File: src/sv/hse_pkg.sv
// Package for the heap sort engine: queue item type, value and swap counter types.
// Shared by hse_front, hse_back and the top level; depends on nothing.
package hse_pkg;

   localparam int VALUE_W     = 32;
   localparam int SWAP_W      = 10;
   localparam int QUEUE_DEPTH = 2;

   typedef logic signed [VALUE_W-1:0] value_type;
   typedef logic [SWAP_W-1:0]         swap_type;

   localparam swap_type SWAP_MAX = 10'd1023;

   typedef struct packed {
      logic signed [VALUE_W-1:0] value;
      logic                      last;
      logic                      drop;
   } hse_item_type;

endpackage

File: src/sv/hse_front.sv
// Front end of the heap sort engine: accepts request words, tags those beyond capacity
// as dropped and holds them in a short queue for the back end. Depends on hse_pkg.
module hse_front #(
   parameter int CAPACITY = 64
) (
   input  logic                 clock,
   input  logic                 reset,
   input  logic                 req_valid,
   output logic                 req_stall,
   input  hse_pkg::value_type   req_value,
   input  logic                 req_last,
   output logic                 item_valid,
   output hse_pkg::hse_item_type item,
   input  logic                 item_pop
);
   import hse_pkg::*;

   localparam int CW = $clog2(CAPACITY + 1);
   localparam int PW = $clog2(QUEUE_DEPTH);

   hse_item_type      queue_ff [QUEUE_DEPTH];
   logic [PW-1:0]     wr_ptr_ff, wr_ptr_in;
   logic [PW-1:0]     rd_ptr_ff, rd_ptr_in;
   logic [PW:0]       fill_ff, fill_in;
   logic [CW-1:0]     set_cnt_ff, set_cnt_in;
   logic              accept;
   logic              drop;
   hse_item_type      new_item;

   assign req_stall  = (fill_ff == (PW+1)'(QUEUE_DEPTH));
   assign accept     = req_valid && !req_stall;
   assign drop       = (set_cnt_ff == CW'(CAPACITY));
   assign item_valid = (fill_ff != '0);
   assign item       = queue_ff[rd_ptr_ff];

   always_comb begin
      new_item.value = req_value;
      new_item.last  = req_last;
      new_item.drop  = drop;
      wr_ptr_in  = accept ? wr_ptr_ff + PW'(1) : wr_ptr_ff;
      rd_ptr_in  = item_pop ? rd_ptr_ff + PW'(1) : rd_ptr_ff;
      fill_in    = fill_ff;
      if (accept && !item_pop) begin
         fill_in = fill_ff + (PW+1)'(1);
      end else if (!accept && item_pop) begin
         fill_in = fill_ff - (PW+1)'(1);
      end
      set_cnt_in = set_cnt_ff;
      if (accept) begin
         if (req_last) begin
            set_cnt_in = '0;
         end else if (!drop) begin
            set_cnt_in = set_cnt_ff + CW'(1);
         end
      end
   end

   always_ff @(posedge clock) begin
      if (accept) begin
         queue_ff[wr_ptr_ff] <= new_item;
      end
   end

   always_ff @(posedge clock) begin
      if (reset) begin
         wr_ptr_ff  <= '0;
         rd_ptr_ff  <= '0;
         fill_ff    <= '0;
         set_cnt_ff <= '0;
      end else begin
         wr_ptr_ff  <= wr_ptr_in;
         rd_ptr_ff  <= rd_ptr_in;
         fill_ff    <= fill_in;
         set_cnt_ff <= set_cnt_in;
      end
   end

endmodule

File: src/sv/hse_back.sv
// Back end of the heap sort engine: element memory, heap build and extraction sequencer,
// swap counting and the registered response stage. Depends on hse_pkg.
module hse_back #(
   parameter int CAPACITY = 64
) (
   input  logic                  clock,
   input  logic                  reset,
   input  logic                  item_valid,
   input  hse_pkg::hse_item_type item,
   output logic                  item_pop,
   output logic                  rsp_valid,
   input  logic                  rsp_stall,
   output hse_pkg::value_type    rsp_sorted_value,
   output logic                  rsp_last_out,
   output hse_pkg::swap_type     rsp_swap_count,
   output logic                  rsp_overflowed
);
   import hse_pkg::*;

   localparam int AW = (CAPACITY > 1) ? $clog2(CAPACITY) : 1;
   localparam int CW = $clog2(CAPACITY + 1);
   localparam int IW = AW + 2;

   localparam logic [2:0] S_IDLE   = 3'd0;
   localparam logic [2:0] S_BUILD  = 3'd1;
   localparam logic [2:0] S_KIDS   = 3'd2;
   localparam logic [2:0] S_CMP    = 3'd3;
   localparam logic [2:0] S_EXT_RD = 3'd4;
   localparam logic [2:0] S_EXT_SW = 3'd5;
   localparam logic [2:0] S_OUT_RD = 3'd6;
   localparam logic [2:0] S_OUT_WR = 3'd7;

   value_type       mem [CAPACITY];
   value_type       rd_a_ff, rd_b_ff;
   logic [AW-1:0]   rd_addr_a, rd_addr_b, wr_addr;
   value_type       wr_data;
   logic            mem_we;

   logic [2:0]      state_ff, state_in;
   logic [CW-1:0]   cnt_ff, cnt_in;
   logic [CW-1:0]   n_ff, n_in;
   logic [CW-1:0]   k_ff, k_in;
   logic [CW-1:0]   size_ff, size_in;
   logic [AW-1:0]   node_ff, node_in;
   value_type       cur_ff, cur_in;
   logic            load_ff, load_in;
   logic            ext_ff, ext_in;
   swap_type        swap_ff, swap_in;
   logic            ovf_ff, ovf_in;
   logic            rsp_valid_ff, rsp_valid_in;
   value_type       rsp_value_ff, rsp_value_in;
   logic            rsp_last_ff, rsp_last_in;
   swap_type        rsp_swap_ff, rsp_swap_in;
   logic            rsp_ovf_ff, rsp_ovf_in;

   logic [IW-1:0]   lc, rc, size_ext;
   logic            lc_ok, rc_ok, take_left, take_right, moved;
   value_type       best_l, best;
   logic [AW-1:0]   top_idx;
   logic [CW-1:0]   k_dec, n_load;
   logic            out_free, fin;
   swap_type        swap_inc;

   assign lc         = {1'b0, node_ff, 1'b1};
   assign rc         = lc + IW'(1);
   assign size_ext   = IW'(size_ff);
   assign lc_ok      = (lc < size_ext);
   assign rc_ok      = (rc < size_ext);
   assign take_left  = lc_ok && (rd_a_ff > cur_ff);
   assign best_l     = take_left ? rd_a_ff : cur_ff;
   assign take_right = rc_ok && (rd_b_ff > best_l);
   assign best       = take_right ? rd_b_ff : best_l;
   assign top_idx    = take_right ? rc[AW-1:0] : lc[AW-1:0];
   assign moved      = take_left || take_right;
   assign k_dec      = k_ff - CW'(1);
   assign n_load     = item.drop ? cnt_ff : cnt_ff + CW'(1);
   assign out_free   = !rsp_valid_ff || !rsp_stall;
   assign fin        = (k_ff + CW'(1) == n_ff);
   assign swap_inc   = (swap_ff == SWAP_MAX) ? swap_ff : swap_ff + SWAP_W'(1);

   assign rsp_valid        = rsp_valid_ff;
   assign rsp_sorted_value = rsp_value_ff;
   assign rsp_last_out     = rsp_last_ff;
   assign rsp_swap_count   = rsp_swap_ff;
   assign rsp_overflowed   = rsp_ovf_ff;

   always_comb begin
      state_in     = state_ff;
      cnt_in       = cnt_ff;
      n_in         = n_ff;
      k_in         = k_ff;
      size_in      = size_ff;
      node_in      = node_ff;
      cur_in       = cur_ff;
      load_in      = load_ff;
      ext_in       = ext_ff;
      swap_in      = swap_ff;
      ovf_in       = ovf_ff;
      rsp_valid_in = rsp_valid_ff && rsp_stall;
      rsp_value_in = rsp_value_ff;
      rsp_last_in  = rsp_last_ff;
      rsp_swap_in  = rsp_swap_ff;
      rsp_ovf_in   = rsp_ovf_ff;
      mem_we       = 1'b0;
      wr_addr      = node_ff;
      wr_data      = cur_ff;
      rd_addr_a    = k_ff[AW-1:0];
      rd_addr_b    = rc[AW-1:0];
      item_pop     = 1'b0;
      case (state_ff)
         S_IDLE: begin
            item_pop = item_valid;
            if (item_valid) begin
               if (!item.drop) begin
                  mem_we  = 1'b1;
                  wr_addr = cnt_ff[AW-1:0];
                  wr_data = item.value;
                  cnt_in  = cnt_ff + CW'(1);
               end else begin
                  ovf_in = 1'b1;
               end
               if (item.last) begin
                  n_in     = n_load;
                  k_in     = n_load >> 1;
                  ext_in   = 1'b0;
                  state_in = S_BUILD;
               end
            end
         end
         S_BUILD: begin
            if (k_ff == '0) begin
               ext_in   = 1'b1;
               k_in     = n_ff;
               state_in = S_EXT_RD;
            end else begin
               rd_addr_a = k_dec[AW-1:0];
               node_in   = k_dec[AW-1:0];
               size_in   = n_ff;
               k_in      = k_dec;
               load_in   = 1'b1;
               state_in  = S_KIDS;
            end
         end
         S_KIDS: begin
            if (load_ff) begin
               cur_in = rd_a_ff;
            end
            rd_addr_a = lc[AW-1:0];
            rd_addr_b = rc[AW-1:0];
            load_in   = 1'b0;
            state_in  = S_CMP;
         end
         S_CMP: begin
            mem_we  = 1'b1;
            wr_addr = node_ff;
            if (moved) begin
               wr_data  = best;
               node_in  = top_idx;
               swap_in  = swap_inc;
               state_in = S_KIDS;
            end else begin
               wr_data  = cur_ff;
               state_in = ext_ff ? S_EXT_RD : S_BUILD;
            end
         end
         S_EXT_RD: begin
            if (k_ff == '0) begin
               state_in = S_OUT_RD;
            end else begin
               rd_addr_a = '0;
               rd_addr_b = k_dec[AW-1:0];
               state_in  = S_EXT_SW;
            end
         end
         S_EXT_SW: begin
            mem_we   = 1'b1;
            wr_addr  = k_dec[AW-1:0];
            wr_data  = rd_a_ff;
            cur_in   = rd_b_ff;
            node_in  = '0;
            size_in  = k_dec;
            k_in     = k_dec;
            swap_in  = swap_inc;
            load_in  = 1'b0;
            state_in = S_KIDS;
         end
         S_OUT_RD: begin
            rd_addr_a = k_ff[AW-1:0];
            state_in  = S_OUT_WR;
         end
         S_OUT_WR: begin
            rd_addr_a = k_ff[AW-1:0];
            if (out_free) begin
               rsp_valid_in = 1'b1;
               rsp_value_in = rd_a_ff;
               rsp_last_in  = fin;
               rsp_swap_in  = fin ? swap_ff : '0;
               rsp_ovf_in   = fin && ovf_ff;
               if (fin) begin
                  cnt_in   = '0;
                  swap_in  = '0;
                  ovf_in   = 1'b0;
                  state_in = S_IDLE;
               end else begin
                  k_in     = k_ff + CW'(1);
                  state_in = S_OUT_RD;
               end
            end
         end
         default: begin
            state_in = S_IDLE;
         end
      endcase
   end

   always_ff @(posedge clock) begin
      if (mem_we) begin
         mem[wr_addr] <= wr_data;
      end
      rd_a_ff <= mem[rd_addr_a];
      rd_b_ff <= mem[rd_addr_b];
   end

   always_ff @(posedge clock) begin
      n_ff         <= n_in;
      k_ff         <= k_in;
      size_ff      <= size_in;
      node_ff      <= node_in;
      cur_ff       <= cur_in;
      load_ff      <= load_in;
      ext_ff       <= ext_in;
      rsp_value_ff <= rsp_value_in;
      rsp_last_ff  <= rsp_last_in;
      rsp_swap_ff  <= rsp_swap_in;
      rsp_ovf_ff   <= rsp_ovf_in;
   end

   always_ff @(posedge clock) begin
      if (reset) begin
         state_ff     <= S_IDLE;
         cnt_ff       <= '0;
         swap_ff      <= '0;
         ovf_ff       <= 1'b0;
         rsp_valid_ff <= 1'b0;
      end else begin
         state_ff     <= state_in;
         cnt_ff       <= cnt_in;
         swap_ff      <= swap_in;
         ovf_ff       <= ovf_in;
         rsp_valid_ff <= rsp_valid_in;
      end
   end

endmodule

File: src/sv/heap_sort_engine.sv
// Top level of the heap sort engine: joins the front end queue to the sorting back end.
// Depends on hse_pkg, hse_front and hse_back.
//
// Usage: send a set of signed 32-bit words on the req_ channel, the final one with
// req_last high. Up to CAPACITY words are kept; later words of the set are dropped and
// reported through rsp_overflowed on the final result. The sorted set comes back in
// ascending order on the rsp_ channel, rsp_last_out high on its final word, which also
// carries the saturating swap count.
// Words load through a two-word queue, so req_stall stays low while a set streams in.
// Sorting runs on one memory with two registered read ports and one write port: a sift
// step passes S_KIDS then S_CMP, each extraction S_EXT_RD then S_EXT_SW, each node of
// the heap build S_BUILD, and each result S_OUT_RD then S_OUT_WR. Words sent during
// sorting wait in the queue and req_stall rises once it is full.
// A stalled result holds on the rsp_ ports until rsp_stall falls; the sequencer waits.
// Synchronous reset empties the queue, clears the counters and drops any result.
module heap_sort_engine #(
   parameter int CAPACITY = 64
) (
   input  logic               clock,
   input  logic               reset,
   input  logic               req_valid,
   output logic               req_stall,
   input  hse_pkg::value_type req_value,
   input  logic               req_last,
   output logic               rsp_valid,
   input  logic               rsp_stall,
   output hse_pkg::value_type rsp_sorted_value,
   output logic               rsp_last_out,
   output hse_pkg::swap_type  rsp_swap_count,
   output logic               rsp_overflowed
);
   import hse_pkg::*;

   logic         item_valid;
   logic         item_pop;
   hse_item_type item;

   hse_front #(
      .CAPACITY (CAPACITY)
   ) u_front (
      .clock      (clock),
      .reset      (reset),
      .req_valid  (req_valid),
      .req_stall  (req_stall),
      .req_value  (req_value),
      .req_last   (req_last),
      .item_valid (item_valid),
      .item       (item),
      .item_pop   (item_pop)
   );

   hse_back #(
      .CAPACITY (CAPACITY)
   ) u_back (
      .clock            (clock),
      .reset            (reset),
      .item_valid       (item_valid),
      .item             (item),
      .item_pop         (item_pop),
      .rsp_valid        (rsp_valid),
      .rsp_stall        (rsp_stall),
      .rsp_sorted_value (rsp_sorted_value),
      .rsp_last_out     (rsp_last_out),
      .rsp_swap_count   (rsp_swap_count),
      .rsp_overflowed   (rsp_overflowed)
   );

endmodule

File: config.mk
export PLATFORM = sky130hd
export DESIGN_NAME = heap_sort_engine
export DESIGN_NICKNAME = d
export VERILOG_FILES = /design/src/sv/hse_pkg.sv /design/src/sv/hse_front.sv /design/src/sv/hse_back.sv /design/src/sv/heap_sort_engine.sv
export SDC_FILE = /design/constraint.sdc
export NUM_CORES = 2
export LEC_CHECK = 0
export ABC_AREA = 1
export BUFFER_PORTS_ARGS = -buffer_cell sky130_fd_sc_hd__buf_2
export CAP_MARGIN = 40
export CORE_UTILIZATION = 29
export DETAILED_ROUTE_END_ITERATION = 12
export SETUP_SLACK_MARGIN = 0.15
export SYNTH_ARGS = -nofsm -noshare
export SYNTH_HDL_FRONTEND = slang
export SYNTH_SLANG_ARGS = --single-unit
File: constraint.sdc
create_clock -name clock -period 6.42 [get_ports clock]
set_input_delay 1.926 -clock clock [delete_from_list [all_inputs] [get_ports clock]]
set_output_delay 1.926 -clock clock [all_outputs]
set_load 0.02 [all_outputs]
Word-level counts from Yosys, hierarchy flattened
Memory sizes are Yosys's and may differ from the RTL's. A register that Yosys moved wholly into a read port is not among the register bits.
Cells that the tools add are included.
Word-level totals
  register bits after elaboration: 138
  RAM bits: 2116
  input bits: 37
  output and inout bits: 46
  logic and storage cells: 173
  memories kept: 2
Cells by class
  add/sub/neg operators: 10
  $lt $le $gt $ge: 4
  equal/unequal tests: 22
  muxes and demuxes: 74
  reductions and logical operators: 41
Memory list
  u_back.mem: depth 64, width 32, read ports 2, clocked after memory_dff 2, wr ports 1, line hse_back.sv:33  | value_type mem [CAPACITY];
  u_front.queue_ff: depth 2, width 34, read ports 1, clocked after memory_dff 1, wr ports 1, line hse_front.sv:21  | hse_item_type queue_ff [QUEUE_DEPTH];
Operators by type and width (number)
  two-way mux 32 bit: 6
  case mux 32 bit (3 select lines): 1
  two-way mux 7 bit: 12
  greater-than comparator 32 bit: 2
  case mux 32 bit (2 select lines): 1
  two-way mux 6 bit: 9
  two-way mux 10 bit: 4
  case mux 6 bit (3 select lines): 2
  case mux 10 bit (3 select lines): 1
  case mux 7 bit (2 select lines): 2
  case mux 7 bit (4 select lines): 1
  case mux 3 bit (8 select lines): 1
  adder 7 x 1 -> 7 bit, second input constant: 3
  two-way mux 3 bit: 7
  two-way mux 1 bit: 19
  inequality test 2 x 1 -> 1 bit, second input constant: 7
  nonzero test 2 bit: 7
  == test 3 bit, second input constant: 4
  case mux 6 bit (2 select lines): 1
  AND reduction 4 bit: 3
  adder 10 x 1 -> 10 bit, second input constant: 1
  == test 10 bit, second input constant: 1
  AND reduction 2 bit: 5
  AND reduction 5 bit: 2
  other kinds (24): 49

Logic depth before layout (Yosys ltp)
  word-level depth: 8
  mapped depth: 38

Modules after synthesis
From an unflattened synthesis, not the netlist that was laid out.
Second synthesis, totals
  cell total of the unflattened synthesis: 13716
  area, all modules: 121738.0 um^2
Modules (own cells, without submodules)
  hse_back: times used 1, cells each 13506, area each 118581.2 um^2, seq. area each 66373.7 um^2
  hse_front: times used 1, cells each 210, area each 3156.8 um^2, seq. area each 2282.2 um^2

Least setup slack after synthesis
Ideal clock, no wire load.
  kind: reg-to-reg
  start: reg u_back.cur_ff[31]
  end: mem u_back.mem[0][0] (netlist bit) (data pin)
  setup time: 0.548 ns
  arrival time: 5.610 ns
  required time: 5.872 ns
  slack: 0.262 ns
  cell stages (with the launch flop): 28
  path buffers: 4
  clock period less this slack: 6.158 ns
  cell sequence: edfxtp_1 -> inv_1 -> ha_1 -> nand2_1 -> nor3_1 -> nand2_1 -> nor2_1 -> nand2_1 -> nand3_1 -> nand3_1 -> buf_2 -> buf_2 -> buf_2 -> o21a_1 -> ha_1 -> nand2_1 -> nor2_1 -> nand2_1 -> nor2_1 -> nand3b_1 -> nand2_1 -> a21oi_1 -> nand3_1 -> nand2_1 -> clkbuf_1 -> nor2_1 -> nor2_1 -> a21oi_1
Between the ends
  cells in the longest elaborated chain, start to end: 8
  elaborated cells on any way between the ends: 9
  those cells by class: order compare: 2; mux: 4; reduce/logical: 3
Ends and longest elaborated chain
  from (decl): line hse_back.sv:45  | value_type cur_ff, cur_in;
  from (signal assigned): line hse_back.sv:229  | cur_ff <= cur_in;
  greater-than comparator 32 bit: line hse_back.sv:69  | assign take_left = lc_ok && (rd_a_ff > cur_ff);
  logical AND 1 bit: line hse_back.sv:69
  two-way mux 32 bit: line hse_back.sv:70  | assign best_l = take_left ? rd_a_ff : cur_ff;
  greater-than comparator 32 bit: line hse_back.sv:71  | assign take_right = rc_ok && (rd_b_ff > best_l);
  logical AND 1 bit: line hse_back.sv:71
  two-way mux 32 bit / logical OR 1 bit (equally long branches): line hse_back.sv:72, hse_back.sv:74
  two-way mux 32 bit *: line hse_back.sv:156  | if (moved) begin
  case mux 32 bit (3 select lines) *: line hse_back.sv:110  | case (state_ff)
  named net u_back.wr_data[0]: line hse_back.sv:36  | value_type wr_data;
  to (decl): line hse_back.sv:33
The timed path passes the listed nets; every way through them passes the cells marked *.

Worst setup path in the final report
  start: reg u_back.cur_ff[31]
  end: mem u_back.mem[17][23] (netlist bit) (data pin)
Same word-level chain as after synthesis.

==> impl_summary.log <==
[metrics] worst hold path stage count: 1
[metrics] crit share post-route: 90.8%
[metrics] clock network latency to the later pin of the worst-skew pair: 0.88 ns
[metrics] Initial DRT Pass Iterations: 6
[metrics] initial cell density of the core: 29.2%
[metrics] die outline width: 648 um
[metrics] worst setup path category: flip-flop to flip-flop
[metrics] cell count after synthesis: 13700
[metrics] Worst path most repeated cell: sky130_fd_sc_hd__nand2_1
[metrics] met2 Track Usage GR: 31.8%
[metrics] area of the placeable core: 0.414 mm^2
[metrics] share of cell area taken by muxes after synthesis: 0.0589%
[metrics] total detailed-routing wirelength: 438 mm
[metrics] ANT nets after route: 0
[metrics] maximum fanout encountered on the critical timing path: 64
[metrics] min setup slack post-route: 0.588 ns
[metrics] DRT iter0 DRCs: 13500
[metrics] Die Span Y: 648 um
[metrics] non-filler cells in the finished layout: 19100
[metrics] half-perimeter wire length of the detailed placement result: 253 mm
[metrics] xor/xnor cell area share of the yosys netlist: 0.181%
[metrics] antenna violations before repair: 22
[metrics] global routing's busiest layer: met2
[metrics] final net count: 13600
[metrics] most common cell in the netlist: sky130_fd_sc_hd__nand2_1
[metrics] post-synth cell types: 59
[metrics] arrival time of the worst setup path: 6.39 ns
[metrics] maximum number of pins on one net before global-route repair: 250
[metrics] buffer depth of the longest clock path: 4
[metrics] via count of the first global-routing pass: 91900
[metrics] setup repair after global routing missed its margin: false
[metrics] worst slew margin relative to its limit: 30.4%
[metrics] total power divided by cell area: 603 mW/mm^2
[metrics] IO Port Bufs: 82
[metrics] highest cell delay on the worst timing path: 0.53 ns
[metrics] hold-fix buffers at CTS: 0
[metrics] warnings from Yosys: 0
[metrics] Leak Pwr: 0.0505 uW
[metrics] total of flip-flops plus latches after synthesis: 2319
[metrics] Post-synth EDFFs: 2221
[metrics] vias: 101000
[metrics] upper clock frequency limit: 171 MHz
[metrics] complex-gate fraction of the synthesized area: 13.3%
[metrics] DP Worst Slack: 0.609 ns
[metrics] adder-cell share of the synthesized area: 0.900%
[metrics] CTS tree: done
[metrics] sequential-to-total area share from yosys stat: 56.7%
[metrics] endpoint type of the worst setup path: flip-flop
[metrics] Min-Delay Path Class: flip-flop to flip-flop
[metrics] IR drop worst, VDD: 0.934 mV
[metrics] global route overflow: 0
[metrics] Final TNS setup: 0 ns
[metrics] largest family of logic cells by synthesized area: simple AND/OR/NAND/NOR gates
[metrics] most used flip-flop cell after synthesis: sky130_fd_sc_hd__edfxtp_1
[metrics] top cells by area, synth: sky130_fd_sc_hd__edfxtp_1 (55%), sky130_fd_sc_hd__nand2_1 (12%), sky130_fd_sc_hd__o21ai_0 (7.9%)
[metrics] launch point of the worst path: u_back.cur_ff[31]$_DFFE_PP_
[metrics] startpoint class of the critical path: flip-flop
[metrics] Worst-Margin Slew: 1.04 ns
[metrics] total clock sinks: 2319
[metrics] post-synthesis instance area: 0.121 mm^2
[metrics] H-tree levels: 5
[metrics] status: finished clean
[metrics] fraction of synthesized cell area taken by the top area cell type: 55.1%
[metrics] GRT Resource Usage Total: 20.2%
[metrics] total power: 82800 uW
[metrics] detailed-route wire length per cell: 22.9 um
[metrics] global-route track usage on met1: 26.4%
[metrics] Async SR Flop Fraction: 0%
[metrics] Worst-path clk slew: 0.06 ns
[metrics] global routing met3 resource utilization: 3.97%
[metrics] overall die area: 0.420 mm^2
[metrics] layout overhead on the synthesized area: 13.4%
[metrics] post-layout util: 33.1%
[metrics] Synthesized Nets: 13800
[metrics] share of final-layout standard cells stronger than drive strength 1: 6.94%
[metrics] Via-to-Cell Ratio: 5.30
[metrics] final weighted congestion in routability-driven placement: 0.932
[metrics] ranking of synthesized cells by instance count: sky130_fd_sc_hd__nand2_1 (3909), sky130_fd_sc_hd__edfxtp_1 (2221), sky130_fd_sc_hd__o21ai_0 (1916), sky130_fd_sc_hd__nand3_1 (1524), sky130_fd_sc_hd__inv_1 (1362)
[metrics] count of pins on the block boundary: 83
[metrics] simple-gate share of the synthesized area: 20.7%
[metrics] setup clock skew after layout: 0.0602 ns
[metrics] cts bufs inserted: 267
[metrics] final worst path period need: 5.83 ns
[metrics] wire length of the first global-routing pass: 629 mm
[metrics] length in cells of the worst reg-to-reg path: 30
[metrics] Root Driver: sky130_fd_sc_hd__clkbuf_16
[metrics] r2r startpoint: u_back.cur_ff[31]$_DFFE_PP_
[metrics] Placement Rows: 236
[metrics] count of max-cap constraint violations: 0
[metrics] data required time at the worst endpoint: 6.98 ns
[metrics] cell accounting for the most synthesized area: sky130_fd_sc_hd__edfxtp_1
[metrics] Setup Buffers After CTS: 0
[metrics] Final Hold Fails: 0
[metrics] final-report max-slew violation count: 0
[metrics] count of unresolved DRC violations after routing: 0
[metrics] cell with the biggest individual delay on the critical path: sky130_fd_sc_hd__buf_4
[metrics] setup violators final: 0
[metrics] mean instance size in the synthesized netlist: 8.82 um^2
[metrics] Hold Startpoint: u_front.rd_ptr_ff$_SDFFE_PP0P_
[metrics] DP Cell Count: 18600
path summary, 6_finish.rpt:
kind	endpoint	slack (ns)
max reg2reg	u_back.mem[17][23]$_DFFE_PP_	0.59
min	u_front.rd_ptr_ff$_SDFFE_PP0P_	0.45
min reg2reg	u_front.rd_ptr_ff$_SDFFE_PP0P_	0.45
max	u_back.mem[17][23]$_DFFE_PP_	0.59
repair_timing:
item	CTS	global route
gates resized for setup	0	6
endpoints found under the hold margin	0	0
endpoints found under the setup margin	0	643
layer usage:
metal	part of all wire, %	wire length (um)
met4	5.5	24100
met1	39	171000
met5	0.014	61
met2	44	194000
met3	11	47900
critical path, delay by kind of cell, from the launching register on:
| family | cells | cell delay (ns) |
|---|---|---|
| AO/OA/AOI/OAI | 5 | 0.75 |
| adder cells (fa/ha/maj) | 2 | 0.65 |
| buffers and inverters | 6 | 1.63 |
| flip-flops | 1 | 0.39 |
| AND/OR/NAND/NOR | 17 | 1.96 |
cells by family (layout without fill, tap and decap cells):
logic type	Yosys count	count (layout)
muxes	7	7
and+or+nand+nor	6029	6029
AOI/OAI and AO/OA	2907	2907
other	0	11
buffers and inverters	2349	2259
xor gates and xnor gates	25	25
DFF	2319	2319
adders and majority gates	87	87
final cells by class:
cell class | count | area (um^2)
fill | 42100 | 277000
clock buffer | 345 | 7250
multi-input combinational | 9055 | 43400
antenna | 11 | 27.5
timing repair buffer | 419 | 4670
sequential | 2319 | 68700
inverter | 1378 | 5220
tap | 5474 | 6850
clock inverter | 117 | 1130
stage by stage:
stage | cell area, um^2 | hold WS, ns
final | 137000 | 0.454
after global routing | 137000 | 0.465
after CTS | 137000 | 0.450
after detailed placement | 129000 | 0.442
after global placement | 128000 | 0.436
after floorplan | 121000 | 0.422
placed cells by master (no fill, tap or decap), drive strengths merged, types with 3 or more instances in the layout:
cell type,n
a31oi,18
clkinv,82
nand3,1526
nor3,35
nor2,414
dfxtp,98
a31o,18
a21oi,99
o211ai,423
buf,419
inv,1390
xor2,22
clkbuf,345
xnor2,3
o21a,22
o21ai,2202
bufinv,20
nand3b,4
diode,11
ha,87
o221ai,10
o2111ai,5
edfxtp,2221
clkinvlp,3
nand4,25
o31ai,98
nor2b,96
mux2i,6
and2,7
nand2,3916
registers in the layout (all words and copies together) (netlist names), 10 cells and up, named ones only:
register and count:
u_front.queue_ff 68, u_back.rd_a_ff 32, u_back.rsp_swap_count 10, u_back.swap_ff 10, u_back.rsp_sorted_value 32, u_back.mem 2048
u_back.cur_ff 32, u_back.rd_b_ff 32
report_power, final:
| group | leakage (uW) | internal, uW | total [uW] | switching, uW |
|---|---|---|---|---|
| clock network | 0.00410 | 8770 | 15100 | 6280 |
| logic | 0.0255 | 11000 | 45600 | 34600 |
| registers | 0.0209 | 21500 | 22100 | 597 |
No activity file was read; power rests on OpenSTA's default activity.
